[src/hdl/bafd_pkg.sv]
// ============================================================================
// bafd_pkg: shared definitions for the adaptive finite-difference block
// Register codes, stencil kinds, sideband structs and width helpers used by
// the sample window, the stencil pipeline, the divider cells and the top level.
// ============================================================================
`default_nettype none

package bafd_pkg;

    // Default sizing of the block.
    localparam int DEF_MAX_POINTS  = 4096;
    localparam int DEF_SAMPLE_BITS = 24;

    // Fixed field widths.
    localparam int LP_W      = 13;
    localparam int IDX_W     = 12;
    localparam int OUT_W     = 48;
    localparam int CFG_IDX_W = 1;

    // Configuration register indexes.
    localparam logic [CFG_IDX_W-1:0] CFG_LINE_POINTS    = 1'b0;
    localparam logic [CFG_IDX_W-1:0] CFG_INTERIOR_ORDER = 1'b1;

    localparam logic [LP_W-1:0] LINE_POINTS_RST = 13'd64;
    localparam int              MIN_POINTS      = 3;

    // Sample window: nine taps, the point of interest sits in the middle.
    localparam int WIN_DEPTH = 9;
    localparam int WIN_MID   = 4;

    // All stencils are brought to a common denominator before scaling.
    localparam int DEN      = 840;
    localparam int DEN_HALF = 420;

    // Divider cells retire this many quotient bits each.
    localparam int DIV_STEP = 4;
    // Partial remainder width: holds twice the denominator.
    localparam int REM_W    = 11;

    // Stencil selected by the distance to the nearer end of the line.
    typedef enum logic [2:0] {
        K_LEFT,
        K_RIGHT,
        K_C2,
        K_C4,
        K_C6,
        K_C8
    } t_kind;

    // Result sideband that follows a point down the pipeline.
    typedef struct packed {
        logic [IDX_W-1:0] point_index;
        logic             line_end;
    } t_tag;

    // One point handed from the sequencer to the stencil pipeline.
    typedef struct packed {
        logic  valid;
        t_kind kind;
        t_tag  tag;
    } t_job;

    // Sideband carried through the divider cells.
    typedef struct packed {
        logic neg;
        t_tag tag;
    } t_side;

    // Width of the scaled magnitude plus rounding offset.
    function automatic int prod_width(input int sample_bits, input int max_points);
        return sample_bits + 11 + $clog2(max_points) + 1;
    endfunction

endpackage

`default_nettype wire

[src/hdl/bafd_window.sv]
// ============================================================================
// bafd_window: sample window
// A row of nine sample cells. On each shift every cell takes the value of its
// newer neighbor and the newest cell takes the incoming data.
// ============================================================================
`default_nettype none

module bafd_window #(
    parameter int SAMPLE_BITS = bafd_pkg::DEF_SAMPLE_BITS
) (
    input  logic                          i_clk,
    input  logic                          i_rst_n,
    input  logic                          i_shift,
    input  logic signed [SAMPLE_BITS-1:0] i_data,
    output logic signed [SAMPLE_BITS-1:0] o_taps [bafd_pkg::WIN_DEPTH]
);

    logic signed [SAMPLE_BITS-1:0] r_win [bafd_pkg::WIN_DEPTH];

    // Each cell holds one sample and passes it toward the oldest end.
    for (genvar k = 0; k < bafd_pkg::WIN_DEPTH; k++) begin : g_cell
        if (k == bafd_pkg::WIN_DEPTH - 1) begin : g_head
            always_ff @(posedge i_clk) begin
                if (!i_rst_n) begin
                    r_win[k] <= '0;
                end else if (i_shift) begin
                    r_win[k] <= i_data;
                end
            end
        end else begin : g_body
            always_ff @(posedge i_clk) begin
                if (!i_rst_n) begin
                    r_win[k] <= '0;
                end else if (i_shift) begin
                    r_win[k] <= r_win[k+1];
                end
            end
        end
    end

    assign o_taps = r_win;

endmodule

`default_nettype wire

[config.mk]
export PLATFORM = sky130hd
export DESIGN_NAME = bafd_window
export DESIGN_NICKNAME = d
export VERILOG_FILES = /design/src/hdl/bafd_pkg.sv /design/src/hdl/bafd_window.sv
export SDC_FILE = /design/constraint.sdc
export NUM_CORES = 1
export LEC_CHECK = 0
export ABC_AREA = 0
export CORE_MARGIN = 2
export CORE_UTILIZATION = 50
export DETAILED_ROUTE_END_ITERATION = 8
export DONT_BUFFER_PORTS = 1
export GPL_TIMING_DRIVEN = 0
export PLACE_DENSITY = 0.65
export SYNTH_ARGS = -nofsm -noshare
export SYNTH_HDL_FRONTEND = slang
export SYNTH_SLANG_ARGS = --single-unit
[constraint.sdc]
create_clock -name i_clk -period 1 [get_ports i_clk]
set_input_delay 0.05 -clock i_clk [delete_from_list [all_inputs] [get_ports i_clk]]
set_output_delay 0.05 -clock i_clk [all_outputs]
set_load 0.05 [all_outputs]
Word level (Yosys, flattened, before mapping)
Index checks and enable logic that the tools add are counted.
{ "totals": {"reg_bits": 216, "inputBits": 27, "output_inout_bits": 216} }

Depth between registers and ports, before layout
{ "logic_depth": {"ltp_word": 0, "ltp_mapped": 5} }

Worst setup path before layout
No wires, ideal clock.
{ "synth_timing": {"path_type": "flip-flop to flip-flop", "from": "register r_win, in the netlist o_taps[76]", "to": "register r_win, in the netlist o_taps[100]", "setup_ps": 66, "t_arrival_ps": 866, "path_slack_ps": 68, "stages_incl_launch_ff": 3, "period_less_slack_ps": 932, "path_cell_list": "dfxtp_1 > mux2i_1 > nor2b_1"} }
{ "synth_rtl": {"columns": ["item", "line", "source"], "rows": [
  ["from (decl)", "bafd_window.sv:18", "logic signed [SAMPLE_BITS-1:0] r_win [bafd_pkg::WIN_DEPTH];"],
  ["from (signal, indexed assignment)", "bafd_window.sv:35", "r_win[k] <= r_win[k+1];"]
]} }

Final worst setup path
{ "layout_timing": {"from": "register r_win, in the netlist o_taps[137]", "to": "output port o_taps[137] in the netlist's numbering"} }
{ "layout_rtl": {"columns": ["item", "line", "source"], "rows": [
  ["to (decl)", "bafd_window.sv:15", "output logic signed [SAMPLE_BITS-1:0] o_taps [bafd_pkg::WIN_DEPTH]"]
]} }
No word-level cell between the ends.

==> impl_results.md <==
* Outcome: complete, but fails checks
* Failing checks: setup timing
* Largest net degree at the start of global routing at 13
* Min-Delay Path Class: primary input to flop
* Leakage at 3.95 nW
* Setup-failing EPs final at 1
* Io pins at ~240
* DRC Markers at 0
* Max FO, Critical Path at 3
* Worst Setup End Kind: output pin
* Simple-gate area share of the yosys netlist at 0.165
* Slew headroom at 0.530
* Worst-Margin Slew at 0.704 ns
* Cell Rows at 46
* Worst setup startpoint: o_taps[137]$_SDFFE_PN0P_
* Synth Area in Adders at 0
* Synth Area in Compound Gates at 0
* Fin. max-slew vios at 0
* Area Overhead vs Synth at 24.1%
* Flops & latches, synth at roughly 220
* Die Y at about 130 µm
* Share of layout cells above drive strength 1 at 0.355
* TNS Setup at -0.00646 ns
* Max VDD drop at 1220 µV
* Synth top area cells: dfxtp_1, mux2i_1, nor2b_1
* Mux cell area share after synthesis at 0.265
* DR pass1 iterations at 4
* Fillers at ~1200
* Number of synthesized flops with an enable pin at 0
* Die Area at 17400 µm²
* Drt total wl at roughly 19000 µm
* Final Hold Fails at 0
* Syn Nets at ~720
* CTS sink cnt at around 220
* Async set or reset register ratio after synthesis at 0
* Reg area at about 5100 µm²
* RSZ-0062 raised after global routing: yes
* Final ANT Viol Nets at 0
* Worst r2r path cells at 2
* Nets at slightly below 800
* Worst Setup Slack, final at -0.00646 ns
* Maximum clock rate at approximately 0.99 GHz
* Gate Count Post-Synth at 696
* Worst Hold Path Cells at 3
* H-tree levels at 1
* Largest family of logic cells by synthesized area: multiplexers
* Top FF cell, synth: dfxtp_1
* Syn avg cell area at approximately 12 µm²
* Post-Synth XOR/XNOR Area at 0
* Number of global-route vias before repair at ~5200
* Chip Width at 132 µm
* Worst setup SP type: flop
* Min Clock Period, post-route at around 1.0 ns
* First-pass GRT wire length at 29500 µm
* Synth warnings at 0
* Number of vias per cell at around 5.1
* Fin area at ~10000 µm²
* I/O Buffers at 0
* Antenna Diode Count at 0
* Period Utilization, post-route at 1.01
* Gr usage total at 0.209
* Synth top cells by count: dfxtp_1, mux2i_1, nor2b_1
* CTS clk-pin slew, worst paths at 0.06 ns
* Max-Cap Viols at 0
* Starting Density at 0.513
* Reg-to-Reg End: o_taps[184]$_SDFFE_PN0P_
* CTS buffer count at 23
* Max Root-Sink Buffers at 3
* CTS tree: yes
* Hpwl dp at 14000 µm
* Register area share after synthesis at 0.529
* Worst-skew pair later-pin latency at roughly 0.49 ns
* Antenna violations before repair at 0
* First DRT Iteration DRCs at between 100 and 150
* Vias at 4927
* Final Skew at just under 0.006 ns
* Reg-to-reg slack, setup at around 0.2 ns
* CP Depth at 0
* Placed cell area at 8440 µm²
* WS Path Type: flop to output pin
* Max FFs per register at ~220
* Worst EP arrival at 0.96 ns
* Synth area leader: dfxtp_1
* Wirelength per Cell at 19.0 µm
* Yosys top cell area share at 0.529
* Area of the multi-input gates at ~3500 µm²
* RePlAce Congestion at ~0.76
* Total congestion overflow at 0
* # Post-CTS Setup Buffers at 0
* Critical Path RT at roughly 0.95 ns
* Post-Syn Area at between 8000 and 9000 µm²
* P per Cell Area at between 1500 and 2000 nW/µm²
* CTS root buffer: clkbuf_16
* CORE AREA at between 15000 and 20000 µm²
* Synth unique cells at 7
* Worst setup path end: o_taps[137]
* Origin of the critical flop-to-flop path: o_taps[160]$_SDFFE_PN0P_
[how the worst min path moves through the flow]
| stage | from | end | slack, ns |
|---|---|---|---|
| 2_1_floorplan | i_data[23] | o_taps[23]$_SDFFE_PN0P_ | 0.22 |
| 3_3_place_gp | i_data[14] | o_taps[14]$_SDFFE_PN0P_ | 0.22 |
| 3_5_place_dp | i_data[3] | o_taps[3]$_SDFFE_PN0P_ | 0.23 |
| 4_1_cts | i_rst_n | o_taps[27]$_SDFFE_PN0P_ | 0.08 |
| 5_1_grt | i_rst_n | o_taps[34]$_SDFFE_PN0P_ | 0.11 |
| 6_report | i_rst_n | o_taps[27]$_SDFFE_PN0P_ | 0.09 |
[worst register-to-register path, delay by kind of cell, from the launching register on]
kind	cells	cell delay, ns
muxes	1	0.20
DFF	1	0.40
and+or+nand+nor	1	0.08
[final cells by class]
cell class,instances,area share
multi-input cells,432,0.346
clock inverters,3,0.00173
flip-flops and latches,216,0.506
plain buffers,48,0.0331
well taps,216,0.0266
repair buffers,24,0.0237
clock buffers,35,0.0622
[power by group]
| group | switching [mW] | total (mW) | internal, mW |
|---|---|---|---|
| Sequential | 0.536 | 8.78 | 8.24 |
| Clock | 3.11 | 7.42 | 4.31 |
| Combinational | 0.443 | 0.967 | 0.524 |
| Total | 4.09 | 17.2 | 13.1 |
[metrics by stage]
stage / hold slack [ns] / total power, mW / std cells / util / setup WS, ns
2_1_floorplan: 0.219 / 10.2 / 696 / - / 0.0682
3_3_place_gp: 0.222 / 10.3 / 912 / 0.530 / -0.279
3_5_place_dp: 0.230 / 10.4 / 912 / 0.530 / -0.333
4_1_cts: 0.0803 / 17.4 / 974 / 0.636 / -0.0246
5_1_grt: 0.111 / 17.8 / 974 / 0.636 / -0.0293
6_report: 0.0941 / 17.2 / 974 / 0.636 / -0.00646
[metal layers]
metal,vias to the layer above,share of wire,GRT usage
li1,2437,-,-
met4,0,0.016,0.0513
met3,25,0.083,0.0711
met2,180,0.50,0.379
met5,-,0,0
met1,2285,0.40,0.235
[placed cells by master, fill, tap and decap left out, drive strengths merged]
cell type,netlist,routed
mux2i,216,216
dlygate4sd3,0,24
clkbuf,22,57
nor2b,216,216
dfxtp,216,216
buf,26,26
clkinvlp,0,1
clkinv,0,2
[repair_timing]
item / in CTS / in global routing
hold buffers: 24 / 0
endpoints found under the setup margin: 403 / 202
gates resized for setup: 432 / 0
endpoints found under the hold margin: 24 / 0
[cell families after synthesis]
kind of cell / after synthesis
buf+inv: 48
mux: 216
flops: 216
simple gates: 216
Note: power is estimated with default switching activity, not from simulation.
