## config.mk

```make
export PLATFORM = sky130hd
export DESIGN_NAME = bafd_stencil
export DESIGN_NICKNAME = d
export VERILOG_FILES = /design/src/hdl/bafd_pkg.sv /design/src/hdl/bafd_stencil.sv
export SDC_FILE = /design/constraint.sdc
export NUM_CORES = 2
export LEC_CHECK = 0
export BUFFER_PORTS_ARGS = -buffer_cell sky130_fd_sc_hd__buf_2
export CAP_MARGIN = 10
export CORE_UTILIZATION = 57
export CTS_BUF_LIST = sky130_fd_sc_hd__clkbuf_4
export DETAILED_ROUTE_END_ITERATION = 10
export PLACE_DENSITY = 0.77
export SETUP_SLACK_MARGIN = 0.05
export SYNTH_ARGS = -nofsm -noshare
export SYNTH_HDL_FRONTEND = slang
export SYNTH_SLANG_ARGS = --single-unit
```

## constraint.sdc

```tcl
create_clock -name i_clk -period 11.4 [get_ports i_clk]
set_input_delay 0.57 -clock i_clk [delete_from_list [all_inputs] [get_ports i_clk]]
set_output_delay 0.57 -clock i_clk [all_outputs]
set_load 0.01 [all_outputs]
```

## src/hdl/bafd_pkg.sv

```systemverilog
// ============================================================================
// bafd_pkg: shared definitions for the adaptive finite-difference block
// Register codes, stencil kinds, sideband structs and width helpers used by
// the sample window, the stencil pipeline, the divider cells and the top level.
// ============================================================================
`default_nettype none

package bafd_pkg;

    // Default sizing of the block.
    localparam int DEF_MAX_POINTS  = 4096;
    localparam int DEF_SAMPLE_BITS = 24;

    // Fixed field widths.
    localparam int LP_W      = 13;
    localparam int IDX_W     = 12;
    localparam int OUT_W     = 48;
    localparam int CFG_IDX_W = 1;

    // Configuration register indexes.
    localparam logic [CFG_IDX_W-1:0] CFG_LINE_POINTS    = 1'b0;
    localparam logic [CFG_IDX_W-1:0] CFG_INTERIOR_ORDER = 1'b1;

    localparam logic [LP_W-1:0] LINE_POINTS_RST = 13'd64;
    localparam int              MIN_POINTS      = 3;

    // Sample window: nine taps, the point of interest sits in the middle.
    localparam int WIN_DEPTH = 9;
    localparam int WIN_MID   = 4;

    // All stencils are brought to a common denominator before scaling.
    localparam int DEN      = 840;
    localparam int DEN_HALF = 420;

    // Divider cells retire this many quotient bits each.
    localparam int DIV_STEP = 4;
    // Partial remainder width: holds twice the denominator.
    localparam int REM_W    = 11;

    // Stencil selected by the distance to the nearer end of the line.
    typedef enum logic [2:0] {
        K_LEFT,
        K_RIGHT,
        K_C2,
        K_C4,
        K_C6,
        K_C8
    } t_kind;

    // Result sideband that follows a point down the pipeline.
    typedef struct packed {
        logic [IDX_W-1:0] point_index;
        logic             line_end;
    } t_tag;

    // One point handed from the sequencer to the stencil pipeline.
    typedef struct packed {
        logic  valid;
        t_kind kind;
        t_tag  tag;
    } t_job;

    // Sideband carried through the divider cells.
    typedef struct packed {
        logic neg;
        t_tag tag;
    } t_side;

    // Width of the scaled magnitude plus rounding offset.
    function automatic int prod_width(input int sample_bits, input int max_points);
        return sample_bits + 11 + $clog2(max_points) + 1;
    endfunction

endpackage

`default_nettype wire

```

## src/hdl/bafd_stencil.sv

```systemverilog
// ============================================================================
// bafd_stencil: stencil numerator and scaling pipeline
// Forms the stencil differences, the numerator over the common denominator,
// its magnitude, and the magnitude times (N-1) plus the rounding offset.
// ============================================================================
`default_nettype none

module bafd_stencil #(
    parameter int SAMPLE_BITS = bafd_pkg::DEF_SAMPLE_BITS,
    parameter int MAX_POINTS  = bafd_pkg::DEF_MAX_POINTS,
    localparam int SCW = $clog2(MAX_POINTS),
    localparam int PW  = bafd_pkg::prod_width(SAMPLE_BITS, MAX_POINTS)
) (
    input  logic                          i_clk,
    input  logic                          i_rst_n,
    input  logic                          i_adv,
    input  bafd_pkg::t_job                i_job,
    input  logic signed [SAMPLE_BITS-1:0] i_taps [bafd_pkg::WIN_DEPTH],
    input  logic [SCW-1:0]                i_scale,
    output logic                          o_valid,
    output logic [PW-1:0]                 o_prod,
    output bafd_pkg::t_side               o_side
);

    localparam int DW_D  = SAMPLE_BITS + 1;
    localparam int OS_W  = SAMPLE_BITS + 3;
    localparam int NUM_W = SAMPLE_BITS + 12;
    localparam int MAG_W = SAMPLE_BITS + 11;
    localparam int MID   = bafd_pkg::WIN_MID;

    // Stencil weights over the common denominator.
    localparam logic signed [NUM_W-1:0] K3   = NUM_W'(3);
    localparam logic signed [NUM_W-1:0] K14  = NUM_W'(14);
    localparam logic signed [NUM_W-1:0] K32  = NUM_W'(32);
    localparam logic signed [NUM_W-1:0] K70  = NUM_W'(70);
    localparam logic signed [NUM_W-1:0] K126 = NUM_W'(126);
    localparam logic signed [NUM_W-1:0] K168 = NUM_W'(168);
    localparam logic signed [NUM_W-1:0] K420 = NUM_W'(420);
    localparam logic signed [NUM_W-1:0] K560 = NUM_W'(560);
    localparam logic signed [NUM_W-1:0] K630 = NUM_W'(630);
    localparam logic signed [NUM_W-1:0] K672 = NUM_W'(672);

    // Stage 1: taps and job captured.
    logic                          r1_valid;
    bafd_pkg::t_kind               r1_kind;
    bafd_pkg::t_tag                r1_tag;
    logic signed [SAMPLE_BITS-1:0] r1_taps [bafd_pkg::WIN_DEPTH];

    always_ff @(posedge i_clk) begin
        if (!i_rst_n) begin
            r1_valid <= 1'b0;
        end else if (i_adv) begin
            r1_valid <= i_job.valid;
        end
    end

    always_ff @(posedge i_clk) begin
        if (i_adv) begin
            r1_kind <= i_job.kind;
            r1_tag  <= i_job.tag;
            r1_taps <= i_taps;
        end
    end

    // Stage 2: symmetric differences and the one-sided sums.
    logic signed [DW_D-1:0] n_d [4];
    logic signed [OS_W-1:0] n_osl;
    logic signed [OS_W-1:0] n_osr;

    always_comb begin
        for (int k = 0; k < 4; k++) begin
            n_d[k] = DW_D'(r1_taps[MID+1+k]) - DW_D'(r1_taps[MID-1-k]);
        end
        n_osl = (OS_W'(r1_taps[MID+1]) <<< 2) - (OS_W'(r1_taps[MID]) <<< 1)
              - OS_W'(r1_taps[MID]) - OS_W'(r1_taps[MID+2]);
        n_osr = OS_W'(r1_taps[MID-2]) - (OS_W'(r1_taps[MID-1]) <<< 2)
              + (OS_W'(r1_taps[MID]) <<< 1) + OS_W'(r1_taps[MID]);
    end

    logic                   r2_valid;
    bafd_pkg::t_kind        r2_kind;
    bafd_pkg::t_tag         r2_tag;
    logic signed [DW_D-1:0] r2_d [4];
    logic signed [OS_W-1:0] r2_osl;
    logic signed [OS_W-1:0] r2_osr;

    always_ff @(posedge i_clk) begin
        if (!i_rst_n) begin
            r2_valid <= 1'b0;
        end else if (i_adv) begin
            r2_valid <= r1_valid;
        end
    end

    always_ff @(posedge i_clk) begin
        if (i_adv) begin
            r2_kind <= r1_kind;
            r2_tag  <= r1_tag;
            r2_d    <= n_d;
            r2_osl  <= n_osl;
            r2_osr  <= n_osr;
        end
    end

    // Stage 3: numerator over the denominator 840.
    logic signed [NUM_W-1:0] e1, e2, e3, e4, n_num;

    always_comb begin
        e1 = NUM_W'(r2_d[0]);
        e2 = NUM_W'(r2_d[1]);
        e3 = NUM_W'(r2_d[2]);
        e4 = NUM_W'(r2_d[3]);
        unique case (r2_kind)
            bafd_pkg::K_LEFT:  n_num = K420 * NUM_W'(r2_osl);
            bafd_pkg::K_RIGHT: n_num = K420 * NUM_W'(r2_osr);
            bafd_pkg::K_C2:    n_num = K420 * e1;
            bafd_pkg::K_C4:    n_num = K560 * e1 - K70 * e2;
            bafd_pkg::K_C6:    n_num = K630 * e1 - K126 * e2 + K14 * e3;
            bafd_pkg::K_C8:    n_num = K672 * e1 - K168 * e2 + K32 * e3 - K3 * e4;
            default:           n_num = '0;
        endcase
    end

    logic                    r3_valid;
    bafd_pkg::t_tag          r3_tag;
    logic signed [NUM_W-1:0] r3_num;

    always_ff @(posedge i_clk) begin
        if (!i_rst_n) begin
            r3_valid <= 1'b0;
        end else if (i_adv) begin
            r3_valid <= r2_valid;
        end
    end

    always_ff @(posedge i_clk) begin
        if (i_adv) begin
            r3_tag <= r2_tag;
            r3_num <= n_num;
        end
    end

    // Stage 4: sign and magnitude.
    logic             r4_valid;
    bafd_pkg::t_side  r4_side;
    logic [MAG_W-1:0] r4_mag;

    always_ff @(posedge i_clk) begin
        if (!i_rst_n) begin
            r4_valid <= 1'b0;
        end else if (i_adv) begin
            r4_valid <= r3_valid;
        end
    end

    always_ff @(posedge i_clk) begin
        if (i_adv) begin
            r4_side.neg <= r3_num[NUM_W-1];
            r4_side.tag <= r3_tag;
            r4_mag      <= r3_num[NUM_W-1] ? MAG_W'(-r3_num) : MAG_W'(r3_num);
        end
    end

    // Stage 5: scale by N-1 and add half the denominator for rounding.
    logic            r5_valid;
    bafd_pkg::t_side r5_side;
    logic [PW-1:0]   r5_prod;

    always_ff @(posedge i_clk) begin
        if (!i_rst_n) begin
            r5_valid <= 1'b0;
        end else if (i_adv) begin
            r5_valid <= r4_valid;
        end
    end

    always_ff @(posedge i_clk) begin
        if (i_adv) begin
            r5_side <= r4_side;
            r5_prod <= PW'(r4_mag) * PW'(i_scale) + PW'(bafd_pkg::DEN_HALF);
        end
    end

    assign o_valid = r5_valid;
    assign o_prod  = r5_prod;
    assign o_side  = r5_side;

endmodule

`default_nettype wire

```

Word-level counts from Yosys, hierarchy flattened
Cells that the tools add are included.

storage, ports and cells
  register bits = 567
  input bits = 248

operators by class
  add/subtract/negate cells = 18
  $mul = 12
  eq/ne operators = 5
  multiplexer cells = 2
  reductions and logical operators = 1

operators with widths
  kind                                                                   number
  36-bit case mux with 6 select lines                                    1
  24-bit by 24-bit subtractor with 25-bit output                         4
  7-bit by 25-bit multiplier with 32-bit output (first input constant)   3
  36-bit by 30-bit adder with 36-bit output                              2
  36-bit by 33-bit subtractor with 36-bit output                         2
  8-bit by 27-bit multiplier with 34-bit output (first input constant)   2
  6-bit by 25-bit multiplier with 31-bit output (first input constant)   2
  27-bit by 24-bit subtractor with 27-bit output                         2
  47-bit by 9-bit adder with 48-bit output (second input constant)       1
  35-bit by 12-bit multiplier with 47-bit output                         1
  36-bit by 28-bit subtractor with 36-bit output                         1
  36-bit by 34-bit subtractor with 36-bit output                         1
  10-bit by 25-bit multiplier with 35-bit output (first input constant)  1
  35-bit two-way mux                                                     1
  35-bit negator                                                         1
  8-bit by 25-bit multiplier with 33-bit output (first input constant)   1
  4-bit by 25-bit multiplier with 29-bit output (first input constant)   1
  3-bit by 25-bit multiplier with 28-bit output (first input constant)   1
  27-bit by 24-bit adder with 27-bit output                              1
  27-bit by 25-bit adder with 27-bit output                              1
  24-bit by 26-bit subtractor with 27-bit output                         1
  26-bit by 25-bit subtractor with 27-bit output                         1
  3-bit by 2-bit == test with 1-bit output (second input constant)       2
  3-bit == test (second input constant)                                  2
  other kinds (2)                                                        2

Logic depth before layout (Yosys ltp)
  depth in word-level cells = 5
  gate-level depth with buffers = 37
  gate-level depth less buffers = 37

Worst setup path after synthesis
OpenSTA, ideal clock, no wires.

  path type = flip-flop to flip-flop
  from = register r2_d (netlist bit e1[6])
  to = register r3_num[35] (data pin)
  arrival = 8.019 ns
  data required time = 11.126 ns
  path slack = 3.107 ns
  cell stages (with the launch flop) = 37
  buffers on the path = 0
  clock period less this slack = 8.293 ns
  cells stage by stage = edfxtp_1 > ha_1 > inv_1 > fa_1 > fa_1 > inv_1 > fa_1 > inv_1 > fa_1 > inv_1 > ha_1 > a211oi_1 > nand2b_1 > o22ai_1 > o21a_1 > nand2b_1 > a21o_1 > a21o_1 > and2_1 > o21ai_0 > nand2b_1 > xor2_1 > fa_1 > ha_1 > and3_1 > nand2_1 > o22ai_1 > o41ai_1 > o21ai_0 > a211o_1 > a21o_1 > a21oi_1 > o21ai_1 > a41oi_1 > a21oi_1 > xnor3_1 > o221ai_1

between the ends
  word-level cells in the longest chain between the ends = 5

RTL lines
  item                                            RTL line             text
  from (decl)                                     bafd_stencil.sv:83   logic signed [DW_D-1:0] r2_d [4];
  from (signal assigned)                          bafd_stencil.sv:99   r2_d <= n_d;
  6-bit by 25-bit multiplier with 31-bit output   bafd_stencil.sv:119  bafd_pkg::K_C8: n_num = K672 * e1 - K168 * e2 + K32 * e3 - K3 * e4;
  36-bit by 34-bit subtractor with 36-bit output  bafd_stencil.sv:119
  36-bit by 30-bit adder with 36-bit output       bafd_stencil.sv:119
  36-bit by 28-bit subtractor with 36-bit output  bafd_stencil.sv:119
  36-bit case mux with 6 select lines (*)         bafd_stencil.sv:113  unique case (r2_kind)
  net n_num[35]                                   bafd_stencil.sv:106  logic signed [NUM_W-1:0] e1, e2, e3, e4, n_num;
  to (signal assigned)                            bafd_stencil.sv:139  r3_num <= n_num;
  to (decl)                                       bafd_stencil.sv:126  logic signed [NUM_W-1:0] r3_num;

The timed path passes the listed nets; every way through them passes the cells marked *.
A chain may end at the register's enable or synchronous reset.

Worst setup path after layout
  from = register r2_d (netlist bit e1[4])
  to = register r3_num[35] (data pin)

The elaborated chain is that of the path after synthesis.

==> results by group <==
Global routing
  • First-pass GRT wire length: 346000 um
  • Antenna violations before repair: 12
  • GR Util All Layers: 0.315
  • Largest net degree at the start of global routing: 156
  • Total grt overflow: 0
  • Vias in the first global route: 65.1k

Clock network
  • Clock Latency Late Sink: 1.21 ns
  • CTS Buffer Depth: 3
  • Cts bufs inserted: 159
  • Post-CTS Setup Inserts: 0
  • Cells resized by post-CTS repair: 0
  • Post-CTS Hold Buffers: 318
  • H-tree levels: 4
  • Clk pin slew, worst setup/hold paths: 0.06 ns
  • Clock Sinks: 567
  • CTS tree: built
  • CTS root buf: clkbuf_4

Synthesis
  • Most common flop cell mapped by yosys: edfxtp_1
  • Seq/Total Area, Yosys: 0.211
  • Syn_area_per_cell: 9.72 sq um
  • Mapped Cells: 8262
  • FF+latch count, synth: 567
  • Number of enable flip-flop cells after synthesis: 562
  • Yosys cell types: 89
  • Warning count from the yosys run: 0
  • Syn nets: 10.7k
  • Async SR Flop Fraction: 0
  • Post-Syn Area: 80300 sq um

Cells and area
  • Post-layout util: 0.639
  • Area Growth Syn to Fin: 11.2%
  • Layout cells sized above 1: 0.0702
  • Final nets: 11.4k

Critical path
  • CP endpoint kind: flop
  • CP Launch Type: flop
  • Slowest cell on crit path: edfxtp_1
  • FF-to-FF End: r3_num[35]
  • Worst EP arrival: 10.47 ns
  • CP peak stage delay: 0.72 ns
  • Origin of the critical flop-to-flop path: e1[4]
  • R2R depth: 36
  • Critical Path RT: 12.26 ns
  • CP most frequent cell: fa_1
  • CP Class: flop to flop
  • CP Max Fanout: 11
  • R2R Setup Slk: 1.79 ns

Floorplan
  • # IOs: 311
  • Placement Rows: 137
  • Die Y: 377 um
  • Die width: 377 um
  • Starting Density: 0.575
  • Core area: 140000 sq um
  • Die area: 142000 sq um

STA
  • Max-slew headroom: 0.286
  • Clk_skew: 0.125 ns
  • Fin crit share: 0.843
  • Final WS setup: 1.79 ns
  • # setup viols final: 0
  • Fin. Hold Viols: 0
  • Slew Limit Fails: 0
  • RSZ-0062 raised after global routing: false
  • Final Critical Period: 9.61 ns
  • Setup_tns: 0 ns
  • Max Freq: 104 MHz
  • Slew @ Worst Pin: 1.07 ns
  • Final hold slack: 0.117 ns

Detailed routing
  • Initial DRC count: 4487
  • Vias: 61.1k
  • Antenna-violating nets left: 0
  • Drt total wl: 219000 um
  • Detailed-route vias per instance: 5.58
  • DRC violations left: 0
  • Drt pass-1 iters: 6
  • WL/cell: 20.0 um

Placed design
  • Global placer's final weighted congestion: 0.993
  • IO Port Bufs: 310
  • Dpl hpwl: 173000 um
  • Pre-CTS setup slack: 2.01 ns

Outcome
  • Outcome: complete, no violations

Hold path
  • Hold EP: r1_taps[180]
  • HP Start: i_taps[180]
  • Hold Path Stages: 2
  • Hold Crit Class: input port to flop

Run
  • Max-Cap Viols: 0
[layer usage]
| metal | vias up | part of all wire | global-route usage |
|---|---|---|---|
| met5 | - | 0.00012 | 0 |
| met4 | 4 | 0.049 | 0.145 |
| met3 | 603 | 0.064 | 0.0470 |
| met2 | 2158 | 0.48 | 0.532 |
| met1 | 29984 | 0.41 | 0.398 |
| li1 | 28384 | - | - |
[through the flow]
step | instance area [sq um] | std cells
CTS | 89300 | 10955
floorplan | 80300 | 8262
global placement | 84000 | 10359
detailed placement | 84000 | 10359
global route | 89300 | 10960
finish | 89300 | 10961
[worst max path at each step]
stage          cells past startpoint         end  slack [ns]  start
2_1_floorplan                     36  r3_num[35]        3.11  e1[6]
3_3_place_gp                      36  r3_num[35]        2.15  e1[6]
3_5_place_dp                      34  r3_num[34]        2.01  e2[5]
4_1_cts                           34  r3_num[34]        1.92  e2[5]
5_1_grt                           36  r3_num[35]        1.29  e1[4]
6_report                          36  r3_num[35]        1.79  e1[4]
[cells in the mapped netlist, drive strengths merged, types with 20 or more instances]
master,instances,area [sq um]
nor2,271,1020
nand3,95,475
inv,1992,7480
nand4,28,175
nand2,532,2000
a21o,203,1520
edfxtp,562,16900
clkbuf,117,439
nor2b,90,563
nand2b,90,563
o21a,67,503
xor2,165,1450
or3,31,199
a31oi,45,282
a211oi,36,270
a21oi,404,2020
and2,154,963
and3,45,282
o21bai,47,353
ha,1147,14400
fa,994,19900
o211ai,30,225
o22ai,33,206
o31ai,28,220
a21boi,20,150
nor3,81,417
xnor2,395,3460
o21ai,274,1370
a211o,23,201
[cell type report]
type,instances,area [sq um]
Tap cell,1876,2350
Clock inverter,66,507
Inverter,1993,7480
Sequential cell,567,17000
Fill cell,10977,50400
Clock buffer,212,1590
Multi-Input combinational cell,5582,55400
Antenna cell,6,15.0
Timing Repair Buffer,659,4990
[logic make-up (layout without fill, tap and decap cells)]
group           count (synthesis)  count (layout)  share of synthesized area
compound gates               1376            1376                      0.110
mux                            17              17                    0.00215
fa+ha+maj                    2143            2143                      0.427
other cells                     0               6                          0
xor+xnor                      562             562                     0.0616
simple gates                 1484            1484                     0.0895
buf+inv                      2113            2930                     0.0987
flops                         567             567                      0.211
[worst max-delay path: cells and delay by family (launching register included)]
kind | cells | cell delay, ns
AOI/OAI and AO/OA | 16 | 3.44
and+or+nand+nor | 6 | 0.77
buffers and inverters | 4 | 0.24
DFF | 1 | 0.72
xor gates and xnor gates | 2 | 0.61
adders and majority gates | 8 | 3.47
[state kept, by name, summed over array words and instances, names as in the netlist, 27 cells and up]
name and flops:
r2_osr 27, r4_mag 35, r3_num 36, r1_taps 216
r2_osl 27, o_prod 48
[cell usage in the layout (no fill, tap or decap), types with 165 or more instances in the layout]
master / instances
inv_1: 1991
ha_1: 1147
fa_1: 994
edfxtp_1: 562
nand2_1: 532
a21oi_1: 404
xnor2_1: 395
dlygate4sd3_1: 318
buf_2: 309
nor2_1: 270
o21ai_0: 263
clkbuf_4: 212
a21o_1: 203
xor2_1: 165
Power is not shown: default switching activity piles up to over one toggle a cycle in this logic, so the estimate is an artifact.
