==> src/hdl/bafd_pkg.sv <==
// ============================================================================
// bafd_pkg: shared definitions for the adaptive finite-difference block
// Register codes, stencil kinds, sideband structs and width helpers used by
// the sample window, the stencil pipeline, the divider cells and the top level.
// ============================================================================
`default_nettype none

package bafd_pkg;

    // Default sizing of the block.
    localparam int DEF_MAX_POINTS  = 4096;
    localparam int DEF_SAMPLE_BITS = 24;

    // Fixed field widths.
    localparam int LP_W      = 13;
    localparam int IDX_W     = 12;
    localparam int OUT_W     = 48;
    localparam int CFG_IDX_W = 1;

    // Configuration register indexes.
    localparam logic [CFG_IDX_W-1:0] CFG_LINE_POINTS    = 1'b0;
    localparam logic [CFG_IDX_W-1:0] CFG_INTERIOR_ORDER = 1'b1;

    localparam logic [LP_W-1:0] LINE_POINTS_RST = 13'd64;
    localparam int              MIN_POINTS      = 3;

    // Sample window: nine taps, the point of interest sits in the middle.
    localparam int WIN_DEPTH = 9;
    localparam int WIN_MID   = 4;

    // All stencils are brought to a common denominator before scaling.
    localparam int DEN      = 840;
    localparam int DEN_HALF = 420;

    // Divider cells retire this many quotient bits each.
    localparam int DIV_STEP = 4;
    // Partial remainder width: holds twice the denominator.
    localparam int REM_W    = 11;

    // Stencil selected by the distance to the nearer end of the line.
    typedef enum logic [2:0] {
        K_LEFT,
        K_RIGHT,
        K_C2,
        K_C4,
        K_C6,
        K_C8
    } t_kind;

    // Result sideband that follows a point down the pipeline.
    typedef struct packed {
        logic [IDX_W-1:0] point_index;
        logic             line_end;
    } t_tag;

    // One point handed from the sequencer to the stencil pipeline.
    typedef struct packed {
        logic  valid;
        t_kind kind;
        t_tag  tag;
    } t_job;

    // Sideband carried through the divider cells.
    typedef struct packed {
        logic neg;
        t_tag tag;
    } t_side;

    // Width of the scaled magnitude plus rounding offset.
    function automatic int prod_width(input int sample_bits, input int max_points);
        return sample_bits + 11 + $clog2(max_points) + 1;
    endfunction

endpackage

`default_nettype wire

==> src/hdl/bafd_div_cell.sv <==
// ============================================================================
// bafd_div_cell: one cell of the divide-by-840 chain
// Restoring division by the common denominator. Each cell shifts a few
// dividend bits into the partial remainder and retires as many quotient bits.
// ============================================================================
`default_nettype none

module bafd_div_cell #(
    parameter int DW = 48
) (
    input  logic                         i_clk,
    input  logic                         i_rst_n,
    input  logic                         i_adv,
    input  logic                         i_valid,
    input  logic [bafd_pkg::REM_W-1:0]   i_rem,
    input  logic [DW-1:0]                i_quo,
    input  bafd_pkg::t_side              i_side,
    output logic                         o_valid,
    output logic [bafd_pkg::REM_W-1:0]   o_rem,
    output logic [DW-1:0]                o_quo,
    output bafd_pkg::t_side              o_side
);

    localparam int RW = bafd_pkg::REM_W;

    logic [RW-1:0] n_rem;
    logic [DW-1:0] n_quo;

    // Dividend bits leave the top of the word, quotient bits enter the bottom.
    always_comb begin
        n_rem = i_rem;
        n_quo = i_quo;
        for (int s = 0; s < bafd_pkg::DIV_STEP; s++) begin
            n_rem = {n_rem[RW-2:0], n_quo[DW-1]};
            n_quo = {n_quo[DW-2:0], 1'b0};
            if (n_rem >= RW'(bafd_pkg::DEN)) begin
                n_rem    = n_rem - RW'(bafd_pkg::DEN);
                n_quo[0] = 1'b1;
            end
        end
    end

    logic            r_valid;
    logic [RW-1:0]   r_rem;
    logic [DW-1:0]   r_quo;
    bafd_pkg::t_side r_side;

    always_ff @(posedge i_clk) begin
        if (!i_rst_n) begin
            r_valid <= 1'b0;
        end else if (i_adv) begin
            r_valid <= i_valid;
        end
    end

    always_ff @(posedge i_clk) begin
        if (i_adv) begin
            r_rem  <= n_rem;
            r_quo  <= n_quo;
            r_side <= i_side;
        end
    end

    assign o_valid = r_valid;
    assign o_rem   = r_rem;
    assign o_quo   = r_quo;
    assign o_side  = r_side;

endmodule

`default_nettype wire

==> config.mk <==
export PLATFORM = sky130hd
export DESIGN_NAME = bafd_div_cell
export DESIGN_NICKNAME = d
export VERILOG_FILES = /design/src/hdl/bafd_pkg.sv /design/src/hdl/bafd_div_cell.sv
export SDC_FILE = /design/constraint.sdc
export NUM_CORES = 1
export LEC_CHECK = 0
export ABC_CLOCK_PERIOD_IN_PS = 7240
export BUFFER_PORTS_ARGS = -buffer_cell sky130_fd_sc_hd__buf_4
export CAP_MARGIN = 30
export CORE_UTILIZATION = 50
export DETAILED_ROUTE_END_ITERATION = 7
export GPL_TIMING_DRIVEN = 0
export PLACE_DENSITY = 0.92
export SYNTH_ARGS = -nofsm -noshare
export SYNTH_HDL_FRONTEND = slang
export SYNTH_SLANG_ARGS = --single-unit
==> constraint.sdc <==
create_clock -name i_clk -period 7.24 [get_ports i_clk]
set_input_delay 0.724 -clock i_clk [delete_from_list [all_inputs] [get_ports i_clk]]
set_output_delay 0.724 -clock i_clk [all_outputs]
set_load 0.02 [all_outputs]
* After elaboration in Yosys (flattened, before gate mapping)
Cells that the tools add are included.
** Word-level totals
- Input bits :: 77
- Flip-flop bits (word level) :: 74
- Output and inout bits :: 74
- Word-level logic and storage cells :: 22
** Cells by class
- Add/sub/neg operators :: 4
- Magnitude comparators :: 4
- Mux-type cells :: 8
** Operators with widths (number)
- 11-bit by 10-bit greater-or-equal comparator with 1-bit output, second input constant :: 4
- 10-bit 2-to-1 mux :: 3
- 10-bit subtractor, second input constant :: 3
- 11-bit 2-to-1 mux :: 1
- 11-bit by 10-bit subtractor with 11-bit output, second input constant :: 1
- 1-bit 2-to-1 mux :: 4

* Depth between registers and ports, before layout
Gate-level depths: netlist of the first run.
- Word-level depth :: 8
- Gate-level depth with buffers :: 30
- Gate-level depth less buffers :: 28

* Least setup slack after synthesis of the first run
No wires, ideal clock.
- Kind :: input -> register
- Start :: input port i_rem[2] in the netlist's numbering
- End :: register r_rem[9], in the netlist o_rem[9], data pin
- Arrival :: 5756 ps
- Cell stages on the path :: 30
- Data required time :: 6978 ps
- Library setup time :: 262 ps
- Buffers on the path :: 2
- Setup slack :: 1221 ps
- Cell sequence :: buf_2 inv_1 ha_1 nor2b_1 o21ai_2 nor2_2 xnor2_1 inv_1 ha_1 inv_1 o2111a_1 a21o_1 a211oi_2 buf_6 a21oi_1 o21ai_0 nand2_1 ha_1 a41o_1 a21o_4 inv_4 xnor2_1 ha_1 inv_1 a21oi_1 o221ai_1 a21boi_1 and2_1 nand2_1 mux2_1
** On the way
- Cells in the longest elaborated chain, start to end :: 8
- Elaborated cells between the ends (all ways) :: 12
- Classes of those cells :: add/sub (4); order compare (4); mux (4)
** Ends and longest elaborated chain
- start: declaration :: line bafd_div_cell.sv:15 : input logic [bafd_pkg::REM_W-1:0] i_rem,
- 10-bit subtractor / 11-bit by 10-bit greater-or-equal comparator with 1-bit output (equally long branches) :: line bafd_div_cell.sv:37, bafd_div_cell.sv:36
- 10-bit 2-to-1 mux * :: line bafd_div_cell.sv:36 : if (n_rem >= RW'(bafd_pkg::DEN)) begin
- 10-bit subtractor / 11-bit by 10-bit greater-or-equal comparator with 1-bit output (equally long branches) :: line bafd_div_cell.sv:37, bafd_div_cell.sv:36
- 10-bit 2-to-1 mux * :: line bafd_div_cell.sv:36
- 10-bit subtractor / 11-bit by 10-bit greater-or-equal comparator with 1-bit output (equally long branches) :: line bafd_div_cell.sv:37, bafd_div_cell.sv:36
- 10-bit 2-to-1 mux * :: line bafd_div_cell.sv:36
- 11-bit by 10-bit subtractor with 11-bit output / 11-bit by 10-bit greater-or-equal comparator with 1-bit output (equally long branches) :: line bafd_div_cell.sv:37, bafd_div_cell.sv:36
- 11-bit 2-to-1 mux * :: line bafd_div_cell.sv:36
- named net n_rem[9] :: line bafd_div_cell.sv:26 : logic [RW-1:0] n_rem;
- end signal: assignment :: line bafd_div_cell.sv:58 : r_rem <= n_rem;
- end: declaration :: line bafd_div_cell.sv:44 : logic [RW-1:0] r_rem;
Mark *: on every way through the listed nets, which the timed path passes. The rest lies on a longest branch.
A chain may end at the register's enable or synchronous reset.

* Worst setup path after layout of the first run
- Start :: input port i_rem[3] in the netlist's numbering
- End :: register r_rem[5], in the netlist o_rem[5], data pin
** On the way
- Cells in the longest elaborated chain, start to end :: 8
- Elaborated cells between the ends (all ways) :: 12
- Classes of those cells :: add/sub (4); order compare (4); mux (4)
** Ends and longest elaborated chain (line)
- 10-bit subtractor / 11-bit by 10-bit greater-or-equal comparator with 1-bit output (equally long branches) :: bafd_div_cell.sv:37, bafd_div_cell.sv:36
- 10-bit 2-to-1 mux * :: bafd_div_cell.sv:36
- 10-bit subtractor / 11-bit by 10-bit greater-or-equal comparator with 1-bit output (equally long branches) :: bafd_div_cell.sv:37, bafd_div_cell.sv:36
- 10-bit 2-to-1 mux * :: bafd_div_cell.sv:36
- 11-bit by 10-bit greater-or-equal comparator with 1-bit output / 10-bit subtractor (equally long branches) :: bafd_div_cell.sv:36, bafd_div_cell.sv:37
- 10-bit 2-to-1 mux * :: bafd_div_cell.sv:36
- 11-bit by 10-bit subtractor with 11-bit output / 11-bit by 10-bit greater-or-equal comparator with 1-bit output (equally long branches) :: bafd_div_cell.sv:37, bafd_div_cell.sv:36
- 11-bit 2-to-1 mux * :: bafd_div_cell.sv:36
- named net n_rem[5] :: bafd_div_cell.sv:26
Marked as above.

==> key figures, run 1 <==
Outcome
  – Outcome: finished, final reports clean

Synth
  – Most frequent cells after synthesis: edfxtp_1 (73), nor2_1 (20), nand2_1 (17)
  – #FFs+latches synth: 74
  – Post-synth top area cell: edfxtp_1
  – EDFF count, synth: 73
  – Post-synth top area share: 0.544
  – Asr flop ratio synth: 0
  – Gate Count Post-Synth: 330
  – Ys flop type: edfxtp_1
  – Synth top area cells: edfxtp_1 (54%), xnor2_1 (2.0%), nor2_1 (1.9%)
  – Warnings, synthesis: 0
  – Count leader, synth: edfxtp_1
  – Number of distinct library cells after synthesis: 81
  – Synth Cell Area: between 0.004 and 0.005 mm^2
  – Synth Net Count: slightly above 400
  – Seq/Total Area, Yosys: 0.549
  – Syn_area_per_cell: around 12 um^2

Route
  – Post-Route WL: ~12000 um
  – Via count: approximately 3600
  – Vias per Instance: about 6
  – M1 wire length: 4220 um
  – Starting DRT DRC Count: 408
  – Top sig layer: met4
  – ANT nets after route: 0
  – WL/cell: 19.5 um
  – Pre-antenna DRT Iters: 5
  – DR DRC count: 0
  – WL met2: 5960 um
  – Metal3 WL: 1050 um

STA
  – Slew Limit Fails: 0
  – Relative slew slack: 0.409
  – Setup TNS: 0 ns
  – RSZ-0062 raised after global routing: no
  – Slew @ Worst Pin: 0.886 ns
  – Max Clock Skew: 0 ns
  – WHS: between 0.5 and 0.6 ns
  – Final setup fails: 0
  – Final hold violations: 0
  – Fin crit period: roughly 6.8 ns
  – Maximum clock frequency: 147 MHz
  – Crit share post-route: 0.940

Setup path
  – Critical path class: input port to flop
  – Worst Path Arrival: 6.96 ns
  – Worst-path fanout max: 10
  – Critical Path Source Type: input port
  – Crit path capture type: flop
  – Req. time, crit path: ~7.4 ns
  – Critical path's slowest cell: o21ai_0
  – Slowest Stage Delay on Critical Path: roughly 0.4 ns

Clock tree
  – Clk Latency, worst-skew pair: around 0.34 ns
  – CTS tree: yes
  – Hold buffers post-CTS: 0
  – CTS sink count: 74
  – Post-CTS setup buffers: 0
  – Post-CTS sizing: 0
  – H-tree Lvls: 3
  – CTS Buf Count: 9
  – CTS root buf: clkbuf_8
  – Clock slew at reported path FFs: 0.08 ns
  – Max clock buf depth: 2

Die
  – Total I/O pin count: ~150
  – Initial Util: 0.519
  – Placeable Area: about 0.008 mm^2
  – Total die area: around 0.0084 mm^2
  – Die height: around 92 um
  – DIE WIDTH: around 92 um
  – FP Rows: 32

Placement
  – GPL Wtd Cong: roughly 0.95
  – Port Buf Inserts: 144
  – Post-DP HPWL: about 8700 um

Pwr
  – Leak Pwr: roughly 2.2 nW
  – Total power: 1.35 mW
  – VDD IR max: 0.129 mV
  – PwrDens: roughly 250 mW/mm^2

Run
  – Max cap viols: 0

GRT
  – Vias in the first global route: ~3300
  – First-pass GRT wire length: around 17000 um
  – Initial antenna violation count: 0
  – Global route overflow: 0
  – GRT Util Overall: 0.274
  – Largest net degree at the start of global routing: 75

Cells and area
  – Ant. Diodes: 0
  – Final nets: 566
  – Multi-input gate area: ~0.0017 mm^2
  – Fillers: approximately 520
  – Flip-flop and latch area: around 0.0022 mm^2
  – Layout area overhead: 35.2%
  – Layout cells sized above 1: 0.398

Min path
  – Hold WC Path Type: flop to flop
[worst max-delay path: cells and delay by family]
family / cells / cell delay, ns
AND/OR/NAND/NOR: 4 / 0.95
XOR/XNOR: 2 / 0.32
buffers and inverters: 7 / 0.87
AO/OA/AOI/OAI: 13 / 2.99
adder cells (fa/ha/maj): 4 / 1.07
[cell families after synthesis]
group                      share of synthesized area
xor gates and xnor gates                      0.0264
adders and majority gates                     0.0124
AOI/OAI and AO/OA                              0.198
DFF                                            0.549
buffers and inverters                         0.0363
muxes                                         0.0152
and+or+nand+nor                                0.163
[layer usage]
layer / up-vias / global-route usage
met3: 30 / 0.0630
met1: 1684 / 0.326
met4: 0 / 0.102
li1: 1622 / -
met2: 220 / 0.482
met5: - / 0
[placed cells by master (no fill, tap or decap), types with 3 or more instances in the layout]
cell and instances:
inv_1 13, xnor2_1 9, nand2_1 17, or3_1 7, nor2_1 20, buf_2 5
o21ai_0 15, mux2i_1 5, or4_1 4, a21o_1 6, nand3_1 7, nor4_1 5
o21a_1 4, and2_1 3, clkbuf_1 7, buf_6 3, nand2b_1 4, clkbuf_8 9
nand4_1 5, edfxtp_1 73, nor3_1 13, buf_4 145, o211ai_1 4, a211o_1 4
ha_1 4, a21oi_1 11, a31oi_1 5, a41o_1 3, and3_1 9
[final cells by class]
cell class / count / share of cell area
plain buffers: 14 / 0.0156
clock buffers: 11 / 0.0241
clock inverters: 5 / 0.0145
inverters: 15 / 0.0113
multi-input cells: 227 / 0.307
flip-flops and latches: 74 / 0.406
well taps: 102 / 0.0234
repair buffers: 144 / 0.198
[sequential cells by signal (all words and copies together) (netlist names)]
signal   cells
o_side      14
o_valid      1
o_quo       48
o_rem       11
[where the power goes]
group,internal [mW],switching [mW],leakage (nW)
clock network,0.194,0.143,0.107
logic,0.191,0.275,1.38
registers,0.533,0.0149,0.722
[per-stage QoR]
step           cell area, um^2  cells  setup WS [ns]  utilization
2_1_floorplan             4030    330           1.22            -
3_3_place_gp              5240    576          0.348        0.674
3_5_place_dp              5240    576          0.337        0.674
4_1_cts                   5450    592          0.612        0.701
5_1_grt                   5450    592         0.0338        0.701
6_report                  5450    592          0.436        0.701
[final timing paths]
kind / start / end / slack (ns) / cells after the start
worst min register to register: o_valid / o_valid / 0.53 / 2
worst max register to register: o_valid / o_valid / 6.65 / 2
worst max-delay path: i_rem[3] / o_rem[5] / 0.44 / 30
worst min-delay path: o_valid / o_valid / 0.53 / 2
Note: power is estimated with default switching activity, not from simulation.
==> run 2: changes to the inputs <==
--- a/config.mk
+++ b/config.mk
@@ -8,10 +8,10 @@
 export ABC_CLOCK_PERIOD_IN_PS = 7240
 export BUFFER_PORTS_ARGS = -buffer_cell sky130_fd_sc_hd__buf_4
 export CAP_MARGIN = 30
-export CORE_UTILIZATION = 50
+export CORE_UTILIZATION = 40
 export DETAILED_ROUTE_END_ITERATION = 7
 export GPL_TIMING_DRIVEN = 0
-export PLACE_DENSITY = 0.92
+export PLACE_DENSITY = 0.78
 export SYNTH_ARGS = -nofsm -noshare
 export SYNTH_HDL_FRONTEND = slang
 export SYNTH_SLANG_ARGS = --single-unit
==> run 2 against run 1 <==
Against the previous run: combinational power fell by 2%; die area rose by 24%; critical path depth stayed put; register-to-register slack about the same; critical path type unchanged; largest cell class unchanged.
==> key figures, run 2 (synthesized netlist as in run 1, its figures left out) <==
Pwr
  – Sequential Power Share: 0.421 (was 0.406)
  – Leak Pwr: 2.19 nW (was 2.21 nW)
  – Gate power share: 0.351 (was 0.345)
  – VDD IR max: 0.112 mV (was 0.129 mV)
  – Clk pwr share: 0.228 (was 0.250)
  – Switching power: 0.417 mW (was 0.433 mW)
  – PwrDens: 237 mW/mm^2 (was 248 mW/mm^2)
  – Sw Share: 0.321 (about the same)
  – Internal: 0.879 mW (was 0.917 mW)

Die
  – Die height: 102 um (was 91.8 um)
  – Total I/O pin count: 151 (unchanged)
  – DIE WIDTH: 102 um (was 91.8 um)
  – FP Rows: 36 (was 32)
  – Initial Util: 0.412 (was 0.519)
  – Total die area: 0.0105 mm^2 (was 0.00842 mm^2)
  – Placeable Area: 0.00977 mm^2 (was 0.00777 mm^2)

Route
  – DR DRC count: 0 (unchanged)
  – Pre-antenna DRT Iters: 4 (was 5)
  – Post-Route WL: 10500 um (was 11500 um)
  – Starting DRT DRC Count: 196 (was 408)
  – ANT nets after route: 0 (unchanged)
  – WL/cell: 16.9 um (was 19.5 um)
  – Via count: 3420 (was 3556)
  – Vias per Instance: 5.49 (was 6.01)

Setup path
  – Critical Path Source Type: input port (unchanged)
  – Reg2reg start: o_valid (unchanged)
  – Worst-path fanout max: 10 (unchanged)
  – Crit path capture type: flop (unchanged)
  – Critical path class: input port to flop (unchanged)
  – CP Launch Point: i_rem[2] (was i_rem[3])
  – Worst Path Arrival: 6.71 ns (was 6.96 ns)
  – Req. time, crit path: 7.33 ns (was 7.39 ns)
  – Critical path's slowest cell: nor2b_1 (was o21ai_0)
  – Slowest Stage Delay on Critical Path: 0.37 ns (was 0.40 ns)

Cells and area
  – Most frequent cells in the layout: buf_4 (145), edfxtp_1 (73), nor2_1 (20) (unchanged)
  – Multi-input gate area: 0.00167 mm^2 (unchanged)
  – Max reg flops: 48 (unchanged)
  – Commonest non-fill, non-tap cell in the layout: buf_4 (unchanged)
  – Fin util: 0.559 (was 0.701)
  – Layout area overhead: 35.6% (was 35.2%)
  – Ant. Diodes: 0 (unchanged)
  – Flip-flop and latch area: 0.00221 mm^2 (unchanged)
  – Fillers: 803 (was 516)
  – Final nets: 566 (unchanged)
  – Layout cells sized above 1: 0.396 (was 0.398)

STA
  – Final hold violations: 0 (unchanged)
  – Slew @ Worst Pin: 0.890 ns (was 0.886 ns)
  – Maximum clock frequency: 151 MHz (was 147 MHz)
  – Fin crit period: 6.62 ns (was 6.80 ns)
  – PnR worst setup slack: 0.621 ns (was 0.436 ns)
  – Max Clock Skew: 0 ns (unchanged)
  – Relative slew slack: 0.407 (was 0.409)
  – Slew Limit Fails: 0 (unchanged)
  – Setup TNS: 0 ns (unchanged)
  – Final setup fails: 0 (unchanged)
  – Crit share post-route: 0.914 (was 0.940)
  – RSZ-0062 raised after global routing: no (unchanged)

GRT
  – Largest net degree at the start of global routing: 75 (unchanged)
  – GRT Util Overall: 0.198 (was 0.274)
  – Vias in the first global route: 3252 (was 3299)
  – Global route overflow: 0 (unchanged)
  – Initial antenna violation count: 0 (unchanged)
  – First-pass GRT wire length: 16000 um (was 17500 um)

Clock tree
  – Clk Latency, worst-skew pair: 0.34 ns (about the same)
  – Post-CTS sizing: 0 (unchanged)
  – Post-CTS setup buffers: 0 (unchanged)
  – H-tree Lvls: 3 (unchanged)
  – CTS tree: yes (unchanged)
  – CTS root buf: clkbuf_8 (unchanged)
  – Hold buffers post-CTS: 0 (unchanged)
  – CTS sink count: 74 (unchanged)
  – Max clock buf depth: 2 (unchanged)
  – Clock slew at reported path FFs: 0.07 ns (was 0.08 ns)
  – CTS Buf Count: 9 (unchanged)

Placement
  – Port Buf Inserts: 144 (unchanged)
  – Post-DP HPWL: 8090 um (was 8700 um)
  – Dpl ws: 0.270 ns (was 0.337 ns)
  – GPL Wtd Cong: 0.921 (was 0.947)

Min path
  – Hold path start: o_valid (unchanged)
  – Hold WC Path Type: flop to flop (unchanged)

Run
  – Max cap viols: 0 (unchanged)

Outcome
  – Outcome: finished, final reports clean (unchanged)
run 2: metal layers:
metal / GRT usage / wire length [um] / vias up
li1: - / - / 1616
met1: 0.218 / 4060 / 1631
met3: 0.0540 / 888 / 24
met4: 0.0923 / 284 / 0
met5: 0 / 0 / -
met2: 0.355 / 5270 / 149
run 2: power groups by stage:
stage | clock network [mW] | registers (mW) | logic, mW
floorplan | 0 | 0.619 | 0.224
global placement | 0 | 0.554 | 0.444
CTS | 0.305 | 0.547 | 0.453
global route | 0.325 | 0.551 | 0.491
detailed placement | 0 | 0.556 | 0.451
finish | 0.295 | 0.546 | 0.455
run 2: critical path, delay by kind of cell:
family          cells  cell delay (ns)
xor+xnor            2             0.34
simple gates        5             1.11
fa+ha+maj           4             1.05
mux                 1             0.32
buf+inv             7             0.89
compound gates     11             2.25
run 2: path summary, 6_finish.rpt:
check | endpoint | slack (ns) | cells past startpoint
min | o_valid | 0.52 | 2
min reg2reg | o_valid | 0.52 | 2
max reg2reg | o_valid | 6.65 | 2
max | o_rem[9] | 0.62 | 30
run 2: area by class of cell:
| type | instances | area share |
|---|---|---|
| multi-input combinational | 227 | 0.306 |
| sequential | 74 | 0.405 |
| tap | 133 | 0.0305 |
| buffer | 14 | 0.0156 |
| inverter | 15 | 0.0112 |
| timing repair buffer | 144 | 0.198 |
| clock inverter | 6 | 0.0105 |
| clock buffer | 10 | 0.0234 |
run 2: metrics by stage:
step / instance area (um^2) / std cells / hold slack [ns] / total power, mW
6_report: 5460 / 623 / 0.522 / 1.30
4_1_cts: 5460 / 623 / 0.531 / 1.30
3_3_place_gp: 5280 / 607 / 0.502 / 0.998
3_5_place_dp: 5280 / 607 / 0.508 / 1.01
2_1_floorplan: 4030 / 330 / 0.589 / 0.842
5_1_grt: 5460 / 623 / 0.524 / 1.37
